File: src/design/mtq_pkg.sv
`timescale 1ns / 1ps
package mtq_pkg;

    localparam int ID_W   = 16;
    localparam int CLS_W  = 3;
    localparam int LIM_W  = 5;
    localparam logic [LIM_W-1:0] LIMIT_RESET = 5'd5;

    typedef enum logic [1:0] {
        ACT_ADD        = 2'd0,
        ACT_TAKE_ANY   = 2'd1,
        ACT_TAKE_CLASS = 2'd2,
        ACT_REMOVE     = 2'd3
    } action_t;

    typedef enum logic {
        ST_IDLE = 1'b0,
        ST_EVAL = 1'b1
    } state_t;

    typedef struct packed {
        action_t           action;
        logic [CLS_W-1:0]  item_class;
        logic [ID_W-1:0]   item_id;
    } req_t;

    typedef struct packed {
        logic              ok;
        logic [ID_W-1:0]   taken_id;
        logic [CLS_W-1:0]  taken_class;
        logic [LIM_W-1:0]  items_held;
        logic [LIM_W-1:0]  slots_free;
    } rsp_t;

    typedef struct packed {
        logic              vld;
        logic [ID_W-1:0]   id;
        logic [CLS_W-1:0]  cls;
    } cell_t;

    typedef struct packed {
        logic load;
        logic shift;
    } cell_ctl_t;

    typedef struct packed {
        logic              found;
        logic [ID_W-1:0]   id;
        logic [CLS_W-1:0]  cls;
    } sel_t;

endpackage

File: src/design/mtq_cell.sv
`timescale 1ns / 1ps
module mtq_cell
    import mtq_pkg::*;
(
    input  logic      clk,
    input  logic      rst_n,
    input  logic      capture,
    input  req_t      op,
    input  req_t      fill,
    input  cell_ctl_t ctl,
    input  cell_t     upper,
    output cell_t     content,
    output logic      hit
);

    logic             vld_reg;
    logic             vld_next;
    logic [ID_W-1:0]  id_reg;
    logic [ID_W-1:0]  id_next;
    logic [CLS_W-1:0] cls_reg;
    logic [CLS_W-1:0] cls_next;
    logic             hit_reg;
    logic             hit_next;

    // match against the word being accepted; held until the commit cycle
    always_comb
    begin
        hit_next = hit_reg;
        if (capture)
        begin
            unique case (op.action)
                ACT_ADD:        hit_next = 1'b0;
                ACT_TAKE_ANY:   hit_next = vld_reg;
                ACT_TAKE_CLASS: hit_next = vld_reg && (cls_reg == op.item_class);
                ACT_REMOVE:     hit_next = vld_reg && (id_reg == op.item_id);
            endcase
        end
    end

    always_comb
    begin
        vld_next = vld_reg;
        id_next  = id_reg;
        cls_next = cls_reg;
        if (ctl.load)
        begin
            vld_next = 1'b1;
            id_next  = fill.item_id;
            cls_next = fill.item_class;
        end
        else if (ctl.shift)
        begin
            vld_next = upper.vld;
            id_next  = upper.id;
            cls_next = upper.cls;
        end
    end

    always_ff @(posedge clk or negedge rst_n)
    begin
        if (!rst_n)
        begin
            vld_reg <= 1'b0;
            hit_reg <= 1'b0;
        end
        else
        begin
            vld_reg <= vld_next;
            hit_reg <= hit_next;
        end
    end

    always_ff @(posedge clk)
    begin
        id_reg  <= id_next;
        cls_reg <= cls_next;
    end

    assign content = '{vld: vld_reg, id: id_reg, cls: cls_reg};
    assign hit     = hit_reg;

endmodule

File: src/design/mtq_select.sv
`timescale 1ns / 1ps
module mtq_select
    import mtq_pkg::*;
#(
    parameter int MAX_ITEMS   = 16,
    parameter int NUM_CLASSES = 8
)
(
    input  logic [MAX_ITEMS-1:0] hit,
    input  cell_t                cells [MAX_ITEMS],
    output sel_t                 sel,
    output logic [MAX_ITEMS-1:0] shift
);

    localparam int NC = (NUM_CLASSES < (1 << CLS_W)) ? NUM_CLASSES : (1 << CLS_W);

    logic [NC-1:0]        class_any;
    logic [CLS_W-1:0]     low_cls;
    logic [MAX_ITEMS-1:0] cand;
    logic [MAX_ITEMS-1:0] take;

    // which classes have a matching cell
    always_comb
    begin
        for (int c = 0; c < NC; c++)
        begin
            class_any[c] = 1'b0;
            for (int i = 0; i < MAX_ITEMS; i++)
                class_any[c] = class_any[c] | (hit[i] && (cells[i].cls == CLS_W'(c)));
        end
    end

    // lowest class wins
    always_comb
    begin
        low_cls = '0;
        for (int c = NC - 1; c >= 0; c--)
            if (class_any[c])
                low_cls = CLS_W'(c);
    end

    // oldest cell of that class; it and every younger cell advance one place
    always_comb
    begin
        logic seen;
        seen = 1'b0;
        for (int i = 0; i < MAX_ITEMS; i++)
        begin
            cand[i]  = hit[i] && (cells[i].cls == low_cls);
            take[i]  = cand[i] && !seen;
            seen     = seen | cand[i];
            shift[i] = seen;
        end
    end

    always_comb
    begin
        sel.found = |cand;
        sel.id    = '0;
        sel.cls   = '0;
        for (int i = 0; i < MAX_ITEMS; i++)
        begin
            sel.id  = sel.id  | ({ID_W{take[i]}}  & cells[i].id);
            sel.cls = sel.cls | ({CLS_W{take[i]}} & cells[i].cls);
        end
    end

endmodule

File: src/design/multiclass_shared_capacity_queue.sv
`timescale 1ns / 1ps
// Shared-capacity multi-class queue of item identifiers.
// req channel (req_valid/req_ready/req_data): one word per operation:
//   add, take oldest of lowest non-empty class, take oldest of a class,
//   remove first match of an id (classes ascending, oldest first).
// rsp channel (rsp_valid/rsp_ready/rsp_data): exactly one word per request,
//   with success flag, taken id and class, items held and slots free.
// cfg channel (cfg_valid/cfg_ready/cfg_data): capacity limit, always ready;
//   the limit in force saturates at MAX_ITEMS. Write only while idle.
// Storage is a row of cells kept packed in arrival order. A request runs
// as follows: the accepting edge latches per-cell match flags; the commit
// edge, reached once the response register is free, picks the winning cell,
// shifts the younger cells down one place and loads the response register.
// The next request is taken once the current one has committed.
// If the receiver stalls with a response pending, the next request waits in
// evaluation until the response register frees.
// Reset empties every cell, clears the count and sets the limit to 5.
module multiclass_shared_capacity_queue
    import mtq_pkg::*;
#(
    parameter int MAX_ITEMS   = 16,
    parameter int NUM_CLASSES = 8
)
(
    input  logic             clk,
    input  logic             rst_n,
    input  logic             req_valid,
    output logic             req_ready,
    input  req_t             req_data,
    output logic             rsp_valid,
    input  logic             rsp_ready,
    output rsp_t             rsp_data,
    input  logic             cfg_valid,
    output logic             cfg_ready,
    input  logic [LIM_W-1:0] cfg_data
);

    localparam int CW = $clog2(MAX_ITEMS + 1);
    localparam int WW = (CW > LIM_W) ? CW : LIM_W;

    state_t            state_reg;
    state_t            state_next;
    req_t              op_reg;
    logic [CW-1:0]     count_reg;
    logic [CW-1:0]     count_next;
    logic [LIM_W-1:0]  cap_reg;
    logic              rsp_valid_reg;
    logic              rsp_valid_next;
    rsp_t              rsp_reg;
    rsp_t              rsp_next;

    logic              capture;
    logic              commit;
    logic [WW-1:0]     lim;
    logic              add_ok;
    logic [WW-1:0]     held_w;

    cell_t                cells [MAX_ITEMS];
    cell_ctl_t            ctl   [MAX_ITEMS];
    logic [MAX_ITEMS-1:0] hit;
    logic [MAX_ITEMS-1:0] shift;
    logic [MAX_ITEMS-1:0] vld_vec;
    logic [MAX_ITEMS-1:0] packed_vec;
    sel_t                 sel;

    genvar g;
    generate
        for (g = 0; g < MAX_ITEMS; g++)
        begin : g_cell
            cell_t upper;
            if (g == MAX_ITEMS - 1)
            begin : g_top
                assign upper = '0;
            end
            else
            begin : g_mid
                assign upper = cells[g+1];
            end

            assign ctl[g].load  = commit && add_ok && (count_reg == CW'(g));
            assign ctl[g].shift = commit && shift[g];
            assign vld_vec[g]   = cells[g].vld;

            mtq_cell u_cell (
                .clk     (clk),
                .rst_n   (rst_n),
                .capture (capture),
                .op      (req_data),
                .fill    (op_reg),
                .ctl     (ctl[g]),
                .upper   (upper),
                .content (cells[g]),
                .hit     (hit[g])
            );
        end
    endgenerate

    mtq_select #(
        .MAX_ITEMS   (MAX_ITEMS),
        .NUM_CLASSES (NUM_CLASSES)
    ) u_select (
        .hit   (hit),
        .cells (cells),
        .sel   (sel),
        .shift (shift)
    );

    // next state
    always_comb
    begin
        state_next = state_reg;
        unique case (state_reg)
            ST_IDLE: if (req_valid) state_next = ST_EVAL;
            ST_EVAL: if (!rsp_valid_reg || rsp_ready) state_next = ST_IDLE;
        endcase
    end

    // state outputs
    always_comb
    begin
        req_ready = 1'b0;
        commit    = 1'b0;
        unique case (state_reg)
            ST_IDLE: req_ready = 1'b1;
            ST_EVAL: commit    = !rsp_valid_reg || rsp_ready;
        endcase
    end

    assign capture   = req_valid && req_ready;
    assign cfg_ready = 1'b1;

    assign lim    = (WW'(cap_reg) > WW'(MAX_ITEMS)) ? WW'(MAX_ITEMS) : WW'(cap_reg);
    assign add_ok = (op_reg.action == ACT_ADD)
                 && (7'(op_reg.item_class) < 7'(NUM_CLASSES))
                 && (WW'(count_reg) < lim)
                 && (WW'(count_reg) < WW'(MAX_ITEMS));

    always_comb
    begin
        count_next = count_reg;
        if (commit)
        begin
            if (add_ok)
                count_next = count_reg + CW'(1);
            else if (sel.found)
                count_next = count_reg - CW'(1);
        end
    end

    assign held_w = WW'(count_next);

    always_comb
    begin
        rsp_next             = rsp_reg;
        rsp_valid_next       = rsp_valid_reg;
        if (rsp_ready)
            rsp_valid_next   = 1'b0;
        if (commit)
        begin
            rsp_valid_next       = 1'b1;
            rsp_next.ok          = (op_reg.action == ACT_ADD) ? add_ok : sel.found;
            rsp_next.taken_id    = sel.id;
            rsp_next.taken_class = sel.cls;
            rsp_next.items_held  = LIM_W'(held_w);
            rsp_next.slots_free  = (lim > held_w) ? LIM_W'(lim - held_w) : '0;
        end
    end

    always_ff @(posedge clk or negedge rst_n)
    begin
        if (!rst_n)
        begin
            state_reg     <= ST_IDLE;
            count_reg     <= '0;
            cap_reg       <= LIMIT_RESET;
            rsp_valid_reg <= 1'b0;
        end
        else
        begin
            state_reg     <= state_next;
            count_reg     <= count_next;
            rsp_valid_reg <= rsp_valid_next;
            if (cfg_valid && cfg_ready)
                cap_reg   <= cfg_data;
        end
    end

    always_ff @(posedge clk)
    begin
        rsp_reg <= rsp_next;
        if (capture)
            op_reg <= req_data;
    end

    assign rsp_valid = rsp_valid_reg;
    assign rsp_data  = rsp_reg;

    // expected valid pattern: the lowest count_reg cells hold items
    always_comb
    begin
        for (int i = 0; i < MAX_ITEMS; i++)
            packed_vec[i] = (CW'(i) < count_reg);
    end

    a_count_bound: assert property (@(posedge clk) disable iff (!rst_n)
        WW'(count_reg) <= WW'(MAX_ITEMS))
        else $error("held count above storage size");

    a_cells_packed: assert property (@(posedge clk) disable iff (!rst_n)
        vld_vec == packed_vec)
        else $error("valid cells not packed to match held count");

    a_count_only_on_commit: assert property (@(posedge clk) disable iff (!rst_n)
        !commit |=> $stable(count_reg))
        else $error("held count moved outside a commit");

    a_fail_zero: assert property (@(posedge clk) disable iff (!rst_n)
        (rsp_valid && !rsp_data.ok) |-> (rsp_data.taken_id == '0 && rsp_data.taken_class == '0))
        else $error("failed operation reports a taken item");

endmodule
File: config.mk
export PLATFORM = sky130hd
export DESIGN_NAME = multiclass_shared_capacity_queue
export DESIGN_NICKNAME = d
export VERILOG_FILES = /design/src/design/mtq_pkg.sv /design/src/design/mtq_cell.sv /design/src/design/mtq_select.sv /design/src/design/multiclass_shared_capacity_queue.sv
export SDC_FILE = /design/constraint.sdc
export NUM_CORES = 1
export LEC_CHECK = 0
export ABC_AREA = 1
export BUFFER_PORTS_ARGS = -buffer_cell sky130_fd_sc_hd__clkbuf_2
export CAP_MARGIN = 25
export CORE_ASPECT_RATIO = 0.8
export CORE_MARGIN = 1.5
export CORE_UTILIZATION = 50
export CTS_CLUSTER_DIAMETER = 40
export DETAILED_ROUTE_END_ITERATION = 10
export PLACE_DENSITY_LB_ADDON = 0.08
export SETUP_SLACK_MARGIN = 0.2
export SLEW_MARGIN = 20
export SYNTH_ARGS = -nofsm -noshare
export SYNTH_HDL_FRONTEND = slang
export SYNTH_SLANG_ARGS = --single-unit
File: constraint.sdc
create_clock -name clk -period 10.55 [get_ports clk]
set_input_delay 1.5825 -clock clk [delete_from_list [all_inputs] [get_ports clk]]
set_output_delay 1.5825 -clock clk [all_outputs]
set_load 0.01 [all_outputs]
==> results.sh <==
export IMPL_outcome="complete, no violations"
export IMPL_root_buffer="clkbuf_16"
export IMPL_portBuffers=62
export IMPL_start_util_pct=50.5
export IMPL_cts_setup_buffers=0
export IMPL_yosys_top_cells_area="edfxtp_1 (43%), nand2_1 (14%), o21ai_0 (7.1%), nor2_1 (5.8%), inv_1 (5.3%)"
export IMPL_period_share_pct=60.7
export IMPL_synth_seq_cells=399
export IMPL_syn_area_per_cell_um2=7.65
export IMPL_crit_slowest_cell="nor2_4"
export IMPL_synthCells=3274
export IMPL_cp_start_kind="flip-flop"
export IMPL_cts_resized=0
export IMPL_reg2reg_from="g_cell[5].u_cell.cls_reg[0]"
export IMPL_pre_cts_ws_ns=4.20
export IMPL_power_switching_uw=3020
export IMPL_power_leakage_uw=0.0119
export IMPL_dieArea_um2=51400
export IMPL_die_y_um=203
export IMPL_fin_ws_ns=4.14
export IMPL_maxCapViolCount=0
export IMPL_routed_via_density=5.93
export IMPL_yosys_warnings=0
export IMPL_clk_latency_ns=0.63
export IMPL_grt_usage_pct=38.6
export IMPL_seqPwrFrac_pct=35.6
export IMPL_cts_hold_buf=0
export IMPL_hp_class="reg2reg"
export IMPL_async_reset_ff_share_pct=11.0
export IMPL_crit_required_ns=10.89
export IMPL_post_synth_num_cell_types=58
export IMPL_slowest_delay_ns=0.72
export IMPL_dr_pass1_iters=6
export IMPL_power_per_cell_area_nw_per_um2=261
export IMPL_clock_sinks=399
export IMPL_synth_edff_count=355
export IMPL_grt_max_degree=45
export IMPL_cts_clk_slew_worst_paths_ns=0.05
export IMPL_mostFrequentLayoutCell="nand2_1"
export IMPL_clockBufferDepth=3
export IMPL_tightest_slew_ns=1.19
export IMPL_final_hold_viol_count=0
export IMPL_pwr_share_clk_pct=31.7
export IMPL_rsz0062_at_grt="no"
export IMPL_drc=0
export IMPL_grt_pass1_wl_um=144000
export IMPL_die_x_um=253
export IMPL_cts_tree="built"
export IMPL_ys_flop_type="edfxtp_1"
export IMPL_wirelength_um=98900
export IMPL_vias=23800
export IMPL_setup_viol=0
export IMPL_swShare_pct=40.8
export IMPL_synth_simple_gate_area_share_pct=28.3
export IMPL_cp_end_kind="flip-flop"
export IMPL_yosysTopAreaCell="edfxtp_1"
export IMPL_syn_nets=3321
export IMPL_layout_common_cells="nand2_1 (938), nor2_1 (375), edfxtp_1 (355), inv_1 (353), o21ai_0 (348)"
export IMPL_synthToLayoutAreaGrowth_pct=13.2
export IMPL_fin_tns_setup_ns=0
export IMPL_total_power_uw=7400
export IMPL_grt_pass1_vias=22200
export IMPL_slew_headroom_pct=18.9
export IMPL_cpMostUsedCell="nand2_1"
export IMPL_min_from="g_cell[9].u_cell.vld_reg"
export IMPL_crit_fanout=31
export IMPL_largest_register_ffs=256
export IMPL_fmax_ghz=0.156
export IMPL_yosysTopAreaCellShare_pct=42.6
export IMPL_core_um2=49600
export IMPL_combPwrFrac_pct=32.7
export IMPL_drtAntennaViolNets=0
export IMPL_seq_area_frac_synth_pct=47.0
export IMPL_drv_slew=0
export IMPL_nets=3333
export IMPL_ir_worst_vdd_mv=0.162
export IMPL_num_io_pins=64
export IMPL_grt_overflow=0
export IMPL_yosys_mux_area_fraction_pct=0.0450
export IMPL_antenna_found_initial=0
export IMPL_synth_xor_area_share_pct=5.18
export IMPL_fill_cells=4620
export IMPL_drive_gt1_share_pct=8.68
export IMPL_path_class="reg2reg"
export IMPL_finClkSkew_ns=0.0292
export IMPL_synth_area_um2=25000
export IMPL_core_rowCount=73
export IMPL_synth_top_family_by_area="simple AND/OR/NAND/NOR gates"
export IMPL_synth_compound_area_share_pct=10.1
export IMPL_cts_buffers=69
export IMPL_fin_area_um2=28300
export IMPL_cp_data_arrival_time_ns=6.75
export IMPL_cp_startpoint="g_cell[5].u_cell.cls_reg[0]"
export IMPL_first_iter_violations=3662
export IMPL_dp_hpwl_um=72600
export IMPL_diodes=0
export IMPL_htreeDepth=3
export IMPL_synth_adder_area_share_pct=0.830
export IMPL_intPower_uw=4380
export IMPL_period_minus_slack_ns=6.41
export IMPL_drt_wirelength_per_cell_um=24.6
export IMPL_place_area_um2=25900
export IMPL_globalplace_congestion=0.996
[critical path, delay by kind of cell (launching register included)]
kind	cells	cell delay [ns]
simple gates	26	4.37
buf+inv	2	0.33
flops	1	0.50
fa+ha+maj	1	0.36
compound gates	3	0.51
[synth_stat cells (2+ instances only)]
master and n:
nor3_1 60, o41ai_1 6, nand3_1 182, nor2_2 4, nor2_4 2, clkinv_1 13
clkbuf_1 126, a221oi_1 3, o22ai_1 11, dfrtp_1 42, a22oi_1 2, nor4_1 9
buf_2 23, inv_1 354, xor2_1 66, edfxtp_1 355, nand2_4 3, nor2_1 385
o21ai_2 2, buf_4 3, nand2_2 5, a2111oi_0 10, o31ai_1 3, a41oi_1 6
o21ai_1 9, xnor2_1 82, o21ai_0 354, a31oi_1 4, o2111ai_1 7, buf_1 12
o211ai_1 10, inv_2 14, and2_0 5, nand3_2 4, nand2_1 938, nand4_1 93
o311ai_0 5, buf_6 3, a21oi_1 22, dfstp_2 2, ha_1 15, or2_2 4
[layer usage]
layer / GRT usage [%] / routed length [um] / up-vias
li1: - / - / 10800
met1: 54.5 / 40200 / 11200
met2: 57.7 / 42500 / 1570
met3: 8.77 / 12400 / 241
met4: 15.0 / 3860 / 0
met5: 0 / 0 / -
[power groups by stage]
stage / Clock (uW) / Sequential [uW] / Combinational (uW)
finish: 2350 / 2640 / 2420
global route: 2430 / 2680 / 2610
CTS: 2360 / 2620 / 2350
detailed placement: 0 / 2650 / 2340
global placement: 0 / 2640 / 2310
floorplan: 0 / 2540 / 1540
[stage by stage]
stage	hold WS (ns)	util, %	cells
after floorplan	0.477	-	3274
after global placement	0.494	52.2	3885
after detailed placement	0.499	52.2	3888
after CTS	0.512	57.1	4015
after global routing	0.541	57.1	4017
final	0.512	57.1	4017
[kinds of logic (layout without fill, tap and decap cells)]
family                   Yosys count  after routing
AND/OR/NAND/NOR                 1700           1700
buffers and inverters            549            617
AO/OA/AOI/OAI                    460            460
flip-flops                       399            399
XOR/XNOR                         148            148
adder cells (fa/ha/maj)           16             16
other                              1              1
multiplexers                       1              1
[layout make-up]
type,instances,area (um^2),area share (%)
Inverter,382,1440,5.07
Sequential cell,399,11800,41.5
Multi-Input combinational cell,2326,11200,39.6
Timing Repair Buffer,108,682,2.41
Clock inverter,52,576,2.03
Clock buffer,75,1820,6.43
Tap cell,675,845,2.98
[path summary, 6_finish.rpt]
path	to	slack (ns)	cells past startpoint
worst max register to register	rsp_data[1]	4.14	32
worst max-delay path	rsp_data[1]	4.14	32
worst min-delay path	g_cell[9].u_cell.hit	0.51	2
worst min register to register	g_cell[9].u_cell.hit	0.51	2
max in group asynchronous	g_cell[6].u_cell.hit	8.96	2
min in group asynchronous	rsp_valid	1.07	2
Power figures use the tool's default switching activity.
